===== config.mk =====
export PLATFORM = sky130hd
export DESIGN_NAME = periodic_event_scheduler
export DESIGN_NICKNAME = d
export VERILOG_FILES = /design/src/design/pes_pkg.sv /design/src/design/periodic_event_scheduler.sv /design/src/design/pes_ram.sv
export SDC_FILE = /design/constraint.sdc
export NUM_CORES = 2
export LEC_CHECK = 0
export BUFFER_PORTS_ARGS = -buffer_cell sky130_fd_sc_hd__buf_2
export CORE_ASPECT_RATIO = 1.25
export CORE_UTILIZATION = 25
export CTS_BUF_LIST = sky130_fd_sc_hd__clkbuf_4
export DETAILED_ROUTE_END_ITERATION = 16
export PLACE_DENSITY = 0.43
export SETUP_SLACK_MARGIN = 0.4
export SLEW_MARGIN = 20
export SYNTH_ARGS = -nofsm -noshare
export SYNTH_HDL_FRONTEND = slang
export SYNTH_HIERARCHICAL = 1
export SYNTH_SLANG_ARGS = --single-unit

===== constraint.sdc =====
create_clock -name clk -period 9.1 [get_ports clk]
set_clock_uncertainty 0.05 [all_clocks]
set_input_delay 0.455 -clock clk [delete_from_list [all_inputs] [get_ports clk]]
set_output_delay 0.455 -clock clk [all_outputs]
set_load 0.01 [all_outputs]

===== src/design/pes_pkg.sv =====
// periodic event scheduler: shared types and constants
// no dependencies; imported by the scheduler top level
`default_nettype none

package pes_pkg;

    // field widths fixed by the item format
    localparam int PERIOD_W = 31;
    localparam int ID_W     = 8;

    // largest period value, marks an unusable period
    localparam logic [PERIOD_W-1:0] INT_MAX   = 31'h7FFF_FFFF;
    // tick count value after which the count wraps to zero
    localparam logic [PERIOD_W-1:0] TICK_LAST = 31'h7FFF_FFFE;
    // first bit position of the remainder walk
    localparam logic [4:0] DIV_FIRST = 5'd30;

    // input operation codes
    localparam logic OP_TICK = 1'b0;
    localparam logic OP_ADD  = 1'b1;

    // result kinds
    typedef enum logic [1:0] {
        KIND_FIRED    = 2'd0,
        KIND_ACCEPTED = 2'd1,
        KIND_FULL     = 2'd2,
        KIND_BAD      = 2'd3
    } kind_t;

    // one table entry as held in the table memory
    typedef struct packed {
        logic [PERIOD_W-1:0] period;
        logic [PERIOD_W-1:0] remain;   // tick count modulo period
        logic [ID_W-1:0]     id;
    } entry_t;

    // sequencer states
    typedef enum logic [2:0] {
        ST_IDLE,
        ST_DIV,
        ST_INS_RD,
        ST_INS_CHK,
        ST_RESP,
        ST_TK_RD,
        ST_TK_CHK,
        ST_TK_END
    } state_t;

endpackage : pes_pkg

`default_nettype wire


===== src/design/periodic_event_scheduler.sv =====
// periodic event scheduler top level: sequencer, remainder unit, output register
// depends on pes_pkg and pes_ram
//
// channel   direction  transfer when            payload
// input     in         in_valid && !in_stall    op, period, event_id
// output    out        out_valid && !out_stall  kind, fired_id, last
//
// Tick: one table memory read and one write-back per used entry, then the tick
// count advances; the output side may stall the scan.
// Add: a rejected add goes straight to the response; otherwise the remainder of
// the tick count is formed bit-serially, entries with longer periods move up one
// place, the new entry is placed, and the status is sent, subject to output stalls.
// Reset clears the state, counters and valid flags only; the table needs no
// clearing pass since entries at or above the used count are never read.
// Each entry keeps the tick count modulo its period, so a tick needs no divider.
`default_nettype none

module periodic_event_scheduler
    import pes_pkg::*;
#(
    parameter int SLOTS = 16
) (
    input  wire logic                clk,
    input  wire logic                rst_n,
    // input channel
    input  wire logic                in_valid,
    output logic                     in_stall,
    input  wire logic                op,
    input  wire logic [PERIOD_W-1:0] period,
    input  wire logic [ID_W-1:0]     event_id,
    // output channel
    output logic                     out_valid,
    input  wire logic                out_stall,
    output logic      [1:0]          kind,
    output logic      [ID_W-1:0]     fired_id,
    output logic                     last
);

    localparam int CW = $clog2(SLOTS + 1);
    localparam int AW = (SLOTS > 1) ? $clog2(SLOTS) : 1;
    localparam int EW = $bits(entry_t);

    state_t              state_reg, state_next;
    logic [PERIOD_W-1:0] tick_reg, tick_next;
    logic [CW-1:0]       used_reg, used_next;
    logic [CW-1:0]       pos_reg, pos_next;
    logic [PERIOD_W-1:0] per_reg, per_next;
    logic [ID_W-1:0]     id_reg, id_next;
    logic [PERIOD_W-1:0] rem_reg, rem_next;
    logic [4:0]          div_cnt_reg, div_cnt_next;
    kind_t               resp_kind_reg, resp_kind_next;
    logic                pend_valid_reg, pend_valid_next;
    logic [ID_W-1:0]     pend_id_reg, pend_id_next;
    logic                out_valid_reg, out_valid_next;
    kind_t               out_kind_reg, out_kind_next;
    logic [ID_W-1:0]     out_id_reg, out_id_next;
    logic                out_last_reg, out_last_next;

    // table memory port signals
    logic          wr_en, rd_en;
    logic [AW-1:0] wr_addr, rd_addr;
    entry_t        wr_entry, rd_entry;
    logic [EW-1:0] rd_bits;

    // decoded conditions
    logic                in_xfer;
    logic                out_free;
    logic                add_bad, add_full;
    logic                fire, tk_hold, scan_last;
    logic [CW-1:0]       pos_dec;
    logic [PERIOD_W:0]   div_shift, div_diff;
    logic [PERIOD_W-1:0] rem_inc, rem_upd;
    entry_t              new_entry;

    pes_ram #(
        .WIDTH (EW),
        .DEPTH (SLOTS),
        .AW    (AW)
    ) u_table (
        .clk     (clk),
        .wr_en   (wr_en),
        .wr_addr (wr_addr),
        .wr_data (wr_entry),
        .rd_en   (rd_en),
        .rd_addr (rd_addr),
        .rd_data (rd_bits)
    );

    assign rd_entry = entry_t'(rd_bits);

    // handshake and status decode
    assign in_stall  = (state_reg != ST_IDLE);
    assign in_xfer   = in_valid && !in_stall;
    assign out_free  = !out_valid_reg || !out_stall;
    assign add_bad   = (period == '0) || (period == INT_MAX);
    assign add_full  = (used_reg == CW'(SLOTS));
    assign pos_dec   = pos_reg - CW'(1);
    assign scan_last = ((pos_reg + CW'(1)) == used_reg);

    // one restoring step of tick count modulo period
    assign div_shift = {rem_reg, tick_reg[div_cnt_reg]};
    assign div_diff  = div_shift - {1'b0, per_reg};

    // fire check and remainder update for the entry being scanned
    assign fire    = (tick_reg != '0) && (rd_entry.remain == '0);
    assign tk_hold = fire && pend_valid_reg && !out_free;
    assign rem_inc = rd_entry.remain + PERIOD_W'(1);
    assign rem_upd = ((tick_reg == TICK_LAST) || (rem_inc == rd_entry.period))
                     ? '0 : rem_inc;

    assign new_entry = '{period: per_reg, remain: rem_reg, id: id_reg};

    // next state
    always_comb
    begin
        state_next = state_reg;
        unique case (state_reg)
            ST_IDLE:
            begin
                if (in_xfer)
                begin
                    if (op == OP_ADD)
                    begin
                        state_next = (add_bad || add_full) ? ST_RESP : ST_DIV;
                    end
                    else
                    begin
                        state_next = (used_reg == '0) ? ST_TK_END : ST_TK_RD;
                    end
                end
            end
            ST_DIV:
            begin
                if (div_cnt_reg == '0)
                begin
                    state_next = ST_INS_RD;
                end
            end
            ST_INS_RD:
            begin
                state_next = (pos_reg == '0) ? ST_RESP : ST_INS_CHK;
            end
            ST_INS_CHK:
            begin
                state_next = (rd_entry.period > per_reg) ? ST_INS_RD : ST_RESP;
            end
            ST_RESP:
            begin
                if (out_free)
                begin
                    state_next = ST_IDLE;
                end
            end
            ST_TK_RD:
            begin
                state_next = ST_TK_CHK;
            end
            ST_TK_CHK:
            begin
                if (!tk_hold)
                begin
                    state_next = scan_last ? ST_TK_END : ST_TK_RD;
                end
            end
            ST_TK_END:
            begin
                if (!(pend_valid_reg && !out_free))
                begin
                    state_next = ST_IDLE;
                end
            end
            default:
            begin
                state_next = ST_IDLE;
            end
        endcase
    end

    // datapath, table accesses and output loading
    always_comb
    begin
        tick_next       = tick_reg;
        used_next       = used_reg;
        pos_next        = pos_reg;
        per_next        = per_reg;
        id_next         = id_reg;
        rem_next        = rem_reg;
        div_cnt_next    = div_cnt_reg;
        resp_kind_next  = resp_kind_reg;
        pend_valid_next = pend_valid_reg;
        pend_id_next    = pend_id_reg;
        out_kind_next   = out_kind_reg;
        out_id_next     = out_id_reg;
        out_last_next   = out_last_reg;
        out_valid_next  = out_valid_reg && out_stall;
        wr_en           = 1'b0;
        wr_addr         = pos_reg[AW-1:0];
        wr_entry        = new_entry;
        rd_en           = 1'b0;
        rd_addr         = pos_reg[AW-1:0];

        unique case (state_reg)
            // take the item and classify it
            ST_IDLE:
            begin
                if (in_xfer)
                begin
                    per_next        = period;
                    id_next         = event_id;
                    rem_next        = '0;
                    div_cnt_next    = DIV_FIRST;
                    pend_valid_next = 1'b0;
                    pos_next        = (op == OP_ADD) ? used_reg : '0;
                    if (add_bad)
                    begin
                        resp_kind_next = KIND_BAD;
                    end
                    else if (add_full)
                    begin
                        resp_kind_next = KIND_FULL;
                    end
                    else
                    begin
                        resp_kind_next = KIND_ACCEPTED;
                    end
                end
            end
            // bit-serial remainder, most significant bit first
            ST_DIV:
            begin
                rem_next     = (div_shift >= {1'b0, per_reg}) ? div_diff[PERIOD_W-1:0]
                                                              : div_shift[PERIOD_W-1:0];
                div_cnt_next = div_cnt_reg - 5'd1;
            end
            // walk down from the top of the table
            ST_INS_RD:
            begin
                if (pos_reg == '0)
                begin
                    wr_en     = 1'b1;
                    used_next = used_reg + CW'(1);
                end
                else
                begin
                    rd_en   = 1'b1;
                    rd_addr = pos_dec[AW-1:0];
                end
            end
            // move a longer period up one place, or drop the new event in
            ST_INS_CHK:
            begin
                wr_en = 1'b1;
                if (rd_entry.period > per_reg)
                begin
                    wr_entry = rd_entry;
                    pos_next = pos_dec;
                end
                else
                begin
                    used_next = used_reg + CW'(1);
                end
            end
            // add status transfer
            ST_RESP:
            begin
                if (out_free)
                begin
                    out_valid_next = 1'b1;
                    out_kind_next  = resp_kind_reg;
                    out_id_next    = id_reg;
                    out_last_next  = 1'b1;
                end
            end
            ST_TK_RD:
            begin
                rd_en = 1'b1;
            end
            // check entry, write back remainder, keep one fired id in hand
            ST_TK_CHK:
            begin
                if (!tk_hold)
                begin
                    wr_en    = 1'b1;
                    wr_entry = '{period: rd_entry.period, remain: rem_upd, id: rd_entry.id};
                    pos_next = pos_reg + CW'(1);
                    if (fire)
                    begin
                        if (pend_valid_reg)
                        begin
                            out_valid_next = 1'b1;
                            out_kind_next  = KIND_FIRED;
                            out_id_next    = pend_id_reg;
                            out_last_next  = 1'b0;
                        end
                        pend_valid_next = 1'b1;
                        pend_id_next    = rd_entry.id;
                    end
                end
            end
            // final fired transfer, then advance the tick count
            ST_TK_END:
            begin
                if (!(pend_valid_reg && !out_free))
                begin
                    tick_next = (tick_reg == TICK_LAST) ? '0 : tick_reg + PERIOD_W'(1);
                    if (pend_valid_reg)
                    begin
                        out_valid_next  = 1'b1;
                        out_kind_next   = KIND_FIRED;
                        out_id_next     = pend_id_reg;
                        out_last_next   = 1'b1;
                        pend_valid_next = 1'b0;
                    end
                end
            end
            default:
            begin
                pend_valid_next = 1'b0;
            end
        endcase
    end

    // control registers
    always_ff @(posedge clk or negedge rst_n)
    begin
        if (!rst_n)
        begin
            state_reg      <= ST_IDLE;
            tick_reg       <= '0;
            used_reg       <= '0;
            pend_valid_reg <= 1'b0;
            out_valid_reg  <= 1'b0;
        end
        else
        begin
            state_reg      <= state_next;
            tick_reg       <= tick_next;
            used_reg       <= used_next;
            pend_valid_reg <= pend_valid_next;
            out_valid_reg  <= out_valid_next;
        end
    end

    // payload registers
    always_ff @(posedge clk)
    begin
        pos_reg       <= pos_next;
        per_reg       <= per_next;
        id_reg        <= id_next;
        rem_reg       <= rem_next;
        div_cnt_reg   <= div_cnt_next;
        resp_kind_reg <= resp_kind_next;
        pend_id_reg   <= pend_id_next;
        out_kind_reg  <= out_kind_next;
        out_id_reg    <= out_id_next;
        out_last_reg  <= out_last_next;
    end

    // output ports
    assign out_valid = out_valid_reg;
    assign kind      = out_kind_reg;
    assign fired_id  = out_id_reg;
    assign last      = out_last_reg;

endmodule : periodic_event_scheduler

`default_nettype wire


===== src/design/pes_ram.sv =====
// generic simple dual-port synchronous RAM (one write, one read port) with registered read data
// no dependencies; used for the scheduler's event table
`default_nettype none

module pes_ram #(
    parameter int WIDTH = 8,
    parameter int DEPTH = 16,
    parameter int AW    = (DEPTH > 1) ? $clog2(DEPTH) : 1
) (
    input  wire logic             clk,
    input  wire logic             wr_en,
    input  wire logic [AW-1:0]    wr_addr,
    input  wire logic [WIDTH-1:0] wr_data,
    input  wire logic             rd_en,
    input  wire logic [AW-1:0]    rd_addr,
    output logic      [WIDTH-1:0] rd_data
);

    logic [WIDTH-1:0] mem [DEPTH];

    // write port
    always_ff @(posedge clk)
    begin
        if (wr_en)
        begin
            mem[wr_addr] <= wr_data;
        end
    end

    // read port, data held until the next read
    always_ff @(posedge clk)
    begin
        if (rd_en)
        begin
            rd_data <= mem[rd_addr];
        end
    end

endmodule : pes_ram

`default_nettype wire

==> results.sh <==
export IMPL_vias=31600
export IMPL_tritoncts="done"
export IMPL_ys_top_cells_by_count="1,291 x edfxtp_1, 289 x mux4_2, 179 x nand2_1, 141 x a22oi_1, 116 x nor2_1"
export IMPL_grt_pass1_vias=33500
export IMPL_synth_most_common_cell="edfxtp_1"
export IMPL_clock_latency_ps=1330
export IMPL_powerDensity_mw_per_mm2=351
export IMPL_worstPathArrival_ps=6830
export IMPL_hold_path_class="in2reg"
export IMPL_drtPass1Iterations=5
export IMPL_tightest_slew_ps=1150
export IMPL_synthCells=3134
export IMPL_fp_dieH_um=531
export IMPL_critPathMaxFanout=13
export IMPL_synth_avg_cell_area_um2=17.8
export IMPL_holdWs_ps=154
export IMPL_cp_start_kind="flop"
export IMPL_finalSetupViolations=0
export IMPL_cts_setup_buffers=0
export IMPL_antenna_left=0
export IMPL_dp_hpwl_um=91800
export IMPL_vdd_drop_max_mv=0.362
export IMPL_cts_resized=0
export IMPL_synth_top_cell_area_share_pct=69.3
export IMPL_post_route_util_pct=29.3
export IMPL_rows=193
export IMPL_power_leakage_uw=0.0211
export IMPL_hold_buffers=87
export IMPL_post_drt_wl_per_cell_um=24.4
export IMPL_area_growth_pct=16.1
export IMPL_portBuffers=56
export IMPL_max_flop_register="u_table/mem"
export IMPL_max_cap_violations=0
export IMPL_grt_usage_pct=14.4
export IMPL_synth_seq_cells=1332
export IMPL_grt_ovfl_total=0
export IMPL_drt_vias_per_instance=4.73
export IMPL_pin_count=57
export IMPL_yosysSeqAreaShare_pct=71.2
export IMPL_drt_wl_total_um=163000
export IMPL_core_mm2=0.222
export IMPL_clock_sinks=1332
export IMPL_grt_pass1_wl_um=236000
export IMPL_final_max_slew_viol_count=0
export IMPL_top_usage_layer="met2"
export IMPL_top_regs="u_table/mem: 1120 flops, u_table/rd_data: 70 flops"
export IMPL_final_nets=3660
export IMPL_met3_usage_pct=2.60
export IMPL_place_ws_ps=3300
export IMPL_tns_ps=0
export IMPL_fin_total_pwr_uw=22800
export IMPL_layout_drive_gt1_share_pct=26.8
export IMPL_cts_root_buf="clkbuf_4"
export IMPL_required_ps=10040
export IMPL_die_w_um=425
export IMPL_clkTransAtPathRegs_ps=70
export IMPL_met1_usage_pct=18.2
export IMPL_synth_edff_count=1291
export IMPL_grt_max_degree=116
export IMPL_globalplace_congestion=0.858
export IMPL_antenna_found_initial=5
export IMPL_ys_flop_type="edfxtp_1"
export IMPL_start_util_pct=25.2
export IMPL_cts_buffers=355
export IMPL_yosysWarnings=6
export IMPL_worstSetupPathType="reg2reg"
export IMPL_status="finished clean"
export IMPL_synth_area_top_cells="edfxtp_1 69%, mux4_2 12%, a22oi_1 1.9%, dfrtp_1 1.8%, ha_1 1.6%"
export IMPL_fmax_mhz=170
export IMPL_drt_initial_drc_count=2225
export IMPL_synth_async_sr_flop_share_pct=3.08
export IMPL_cts_max_path_buffers=4
export IMPL_min_period_ps=5890
export IMPL_grt_met2_usage_pct=24.8
export IMPL_grt_setup_unrepaired="false"
export IMPL_drc_errors=0
export IMPL_cp_end_kind="flop"
export IMPL_ctsHtreeMaxLevel=5
export IMPL_synth_area_leader_cell="edfxtp_1"
export IMPL_syn_nets=3252
export IMPL_max_slew_margin_rel_pct=23.1
export IMPL_finalHoldViolCount=0
export IMPL_finalCritPeriodShare_pct=64.7
export IMPL_synthDistinctLibCells=73
export IMPL_setup_ws_ps=3210
export IMPL_largest_register_ff_count=1120
export IMPL_die_area_mm2=0.226
export IMPL_syn_area_mm2=0.0559
[power breakdown]
part | switching, uW | internal [uW] | leakage, uW
sequential | 786 | 8510 | 0.0123
combinational | 5080 | 3350 | 0.00642
clock | 2420 | 2610 | 0.00246
[path summary, 6_finish.rpt]
kind	cells past startpoint	slack [ps]	startpoint	to
max in group asynchronous	4	8580	rst_n	pend_valid_reg
worst min register to register	0	330	u_table/rd_data[6]	pend_id_reg[6]
worst max register to register	15	3210	div_cnt_reg[0]	rem_reg[23]
min in group asynchronous	4	210	rst_n	tick_reg[27]
worst min-delay path	4	150	out_stall	state_reg[0]
worst max-delay path	15	3210	div_cnt_reg[0]	rem_reg[23]
[critical path, cell delays in order (launching register included)]
cell and delay [ps]:
edfxtp_1 760, mux4_2 590, mux4_2 480, mux2i_1 540, ha_1 280, inv_1 60
fa_1 420, a211oi_1 250, o21bai_1 110, a21oi_1 380, o211ai_1 170, nand2_1 120
a21oi_1 90, a21boi_1 790, a2111oi_0 160, a211o_1 320
[cell usage in the layout (no fill, tap or decap), types with 50 or more instances in the layout]
| cell type | n |
|---|---|
| a21oi_1 | 57 |
| a22oi_1 | 141 |
| buf_2 | 56 |
| buf_4 | 63 |
| clkbuf_4 | 479 |
| clkinv_1 | 59 |
| dlygate4sd3_1 | 86 |
| edfxtp_1 | 1291 |
| ha_1 | 73 |
| inv_1 | 75 |
| mux4_2 | 289 |
| nand2_1 | 178 |
| nand3_1 | 50 |
| nor2_1 | 103 |
| o21ai_0 | 84 |
| xnor2_1 | 54 |
[metrics by stage]
stage	std cells	area, um2
final	6684	64900
after floorplan	3134	55900
after CTS	6673	64900
after detailed placement	6023	59900
after global placement	6023	59900
after global routing	6683	64900
[logic make-up after synthesis]
logic type / Yosys count / synth area share, %
AND/OR/NAND/NOR: 600 / 5.36
AO/OA/AOI/OAI: 437 / 5.40
flip-flops: 1332 / 71.2
XOR/XNOR: 97 / 1.52
multiplexers: 354 / 12.9
adder cells (fa/ha/maj): 74 / 1.67
buffers and inverters: 240 / 1.99
[layer usage]
metal  vias to the layer above  share of wire (%)  routed length, um
met2                       871                 51              82500
met3                       252                4.2               6910
li1                      13800                  -                  -
met1                     16700                 43              69200
met5                         -                  0                  0
met4                         0                2.6               4210
[cell type report]
| cell class | count | area (um2) |
|---|---|---|
| diodes | 11 | 27.5 |
| clock buffers | 479 | 3600 |
| clock inverters | 84 | 518 |
| fillers | 22300 | 157000 |
| inverters | 77 | 289 |
| multi-input cells | 1562 | 15200 |
| flip-flops and latches | 1332 | 39800 |
| well taps | 2925 | 3660 |
| repair buffers | 214 | 1800 |
No activity file was read; power rests on OpenSTA's default activity.
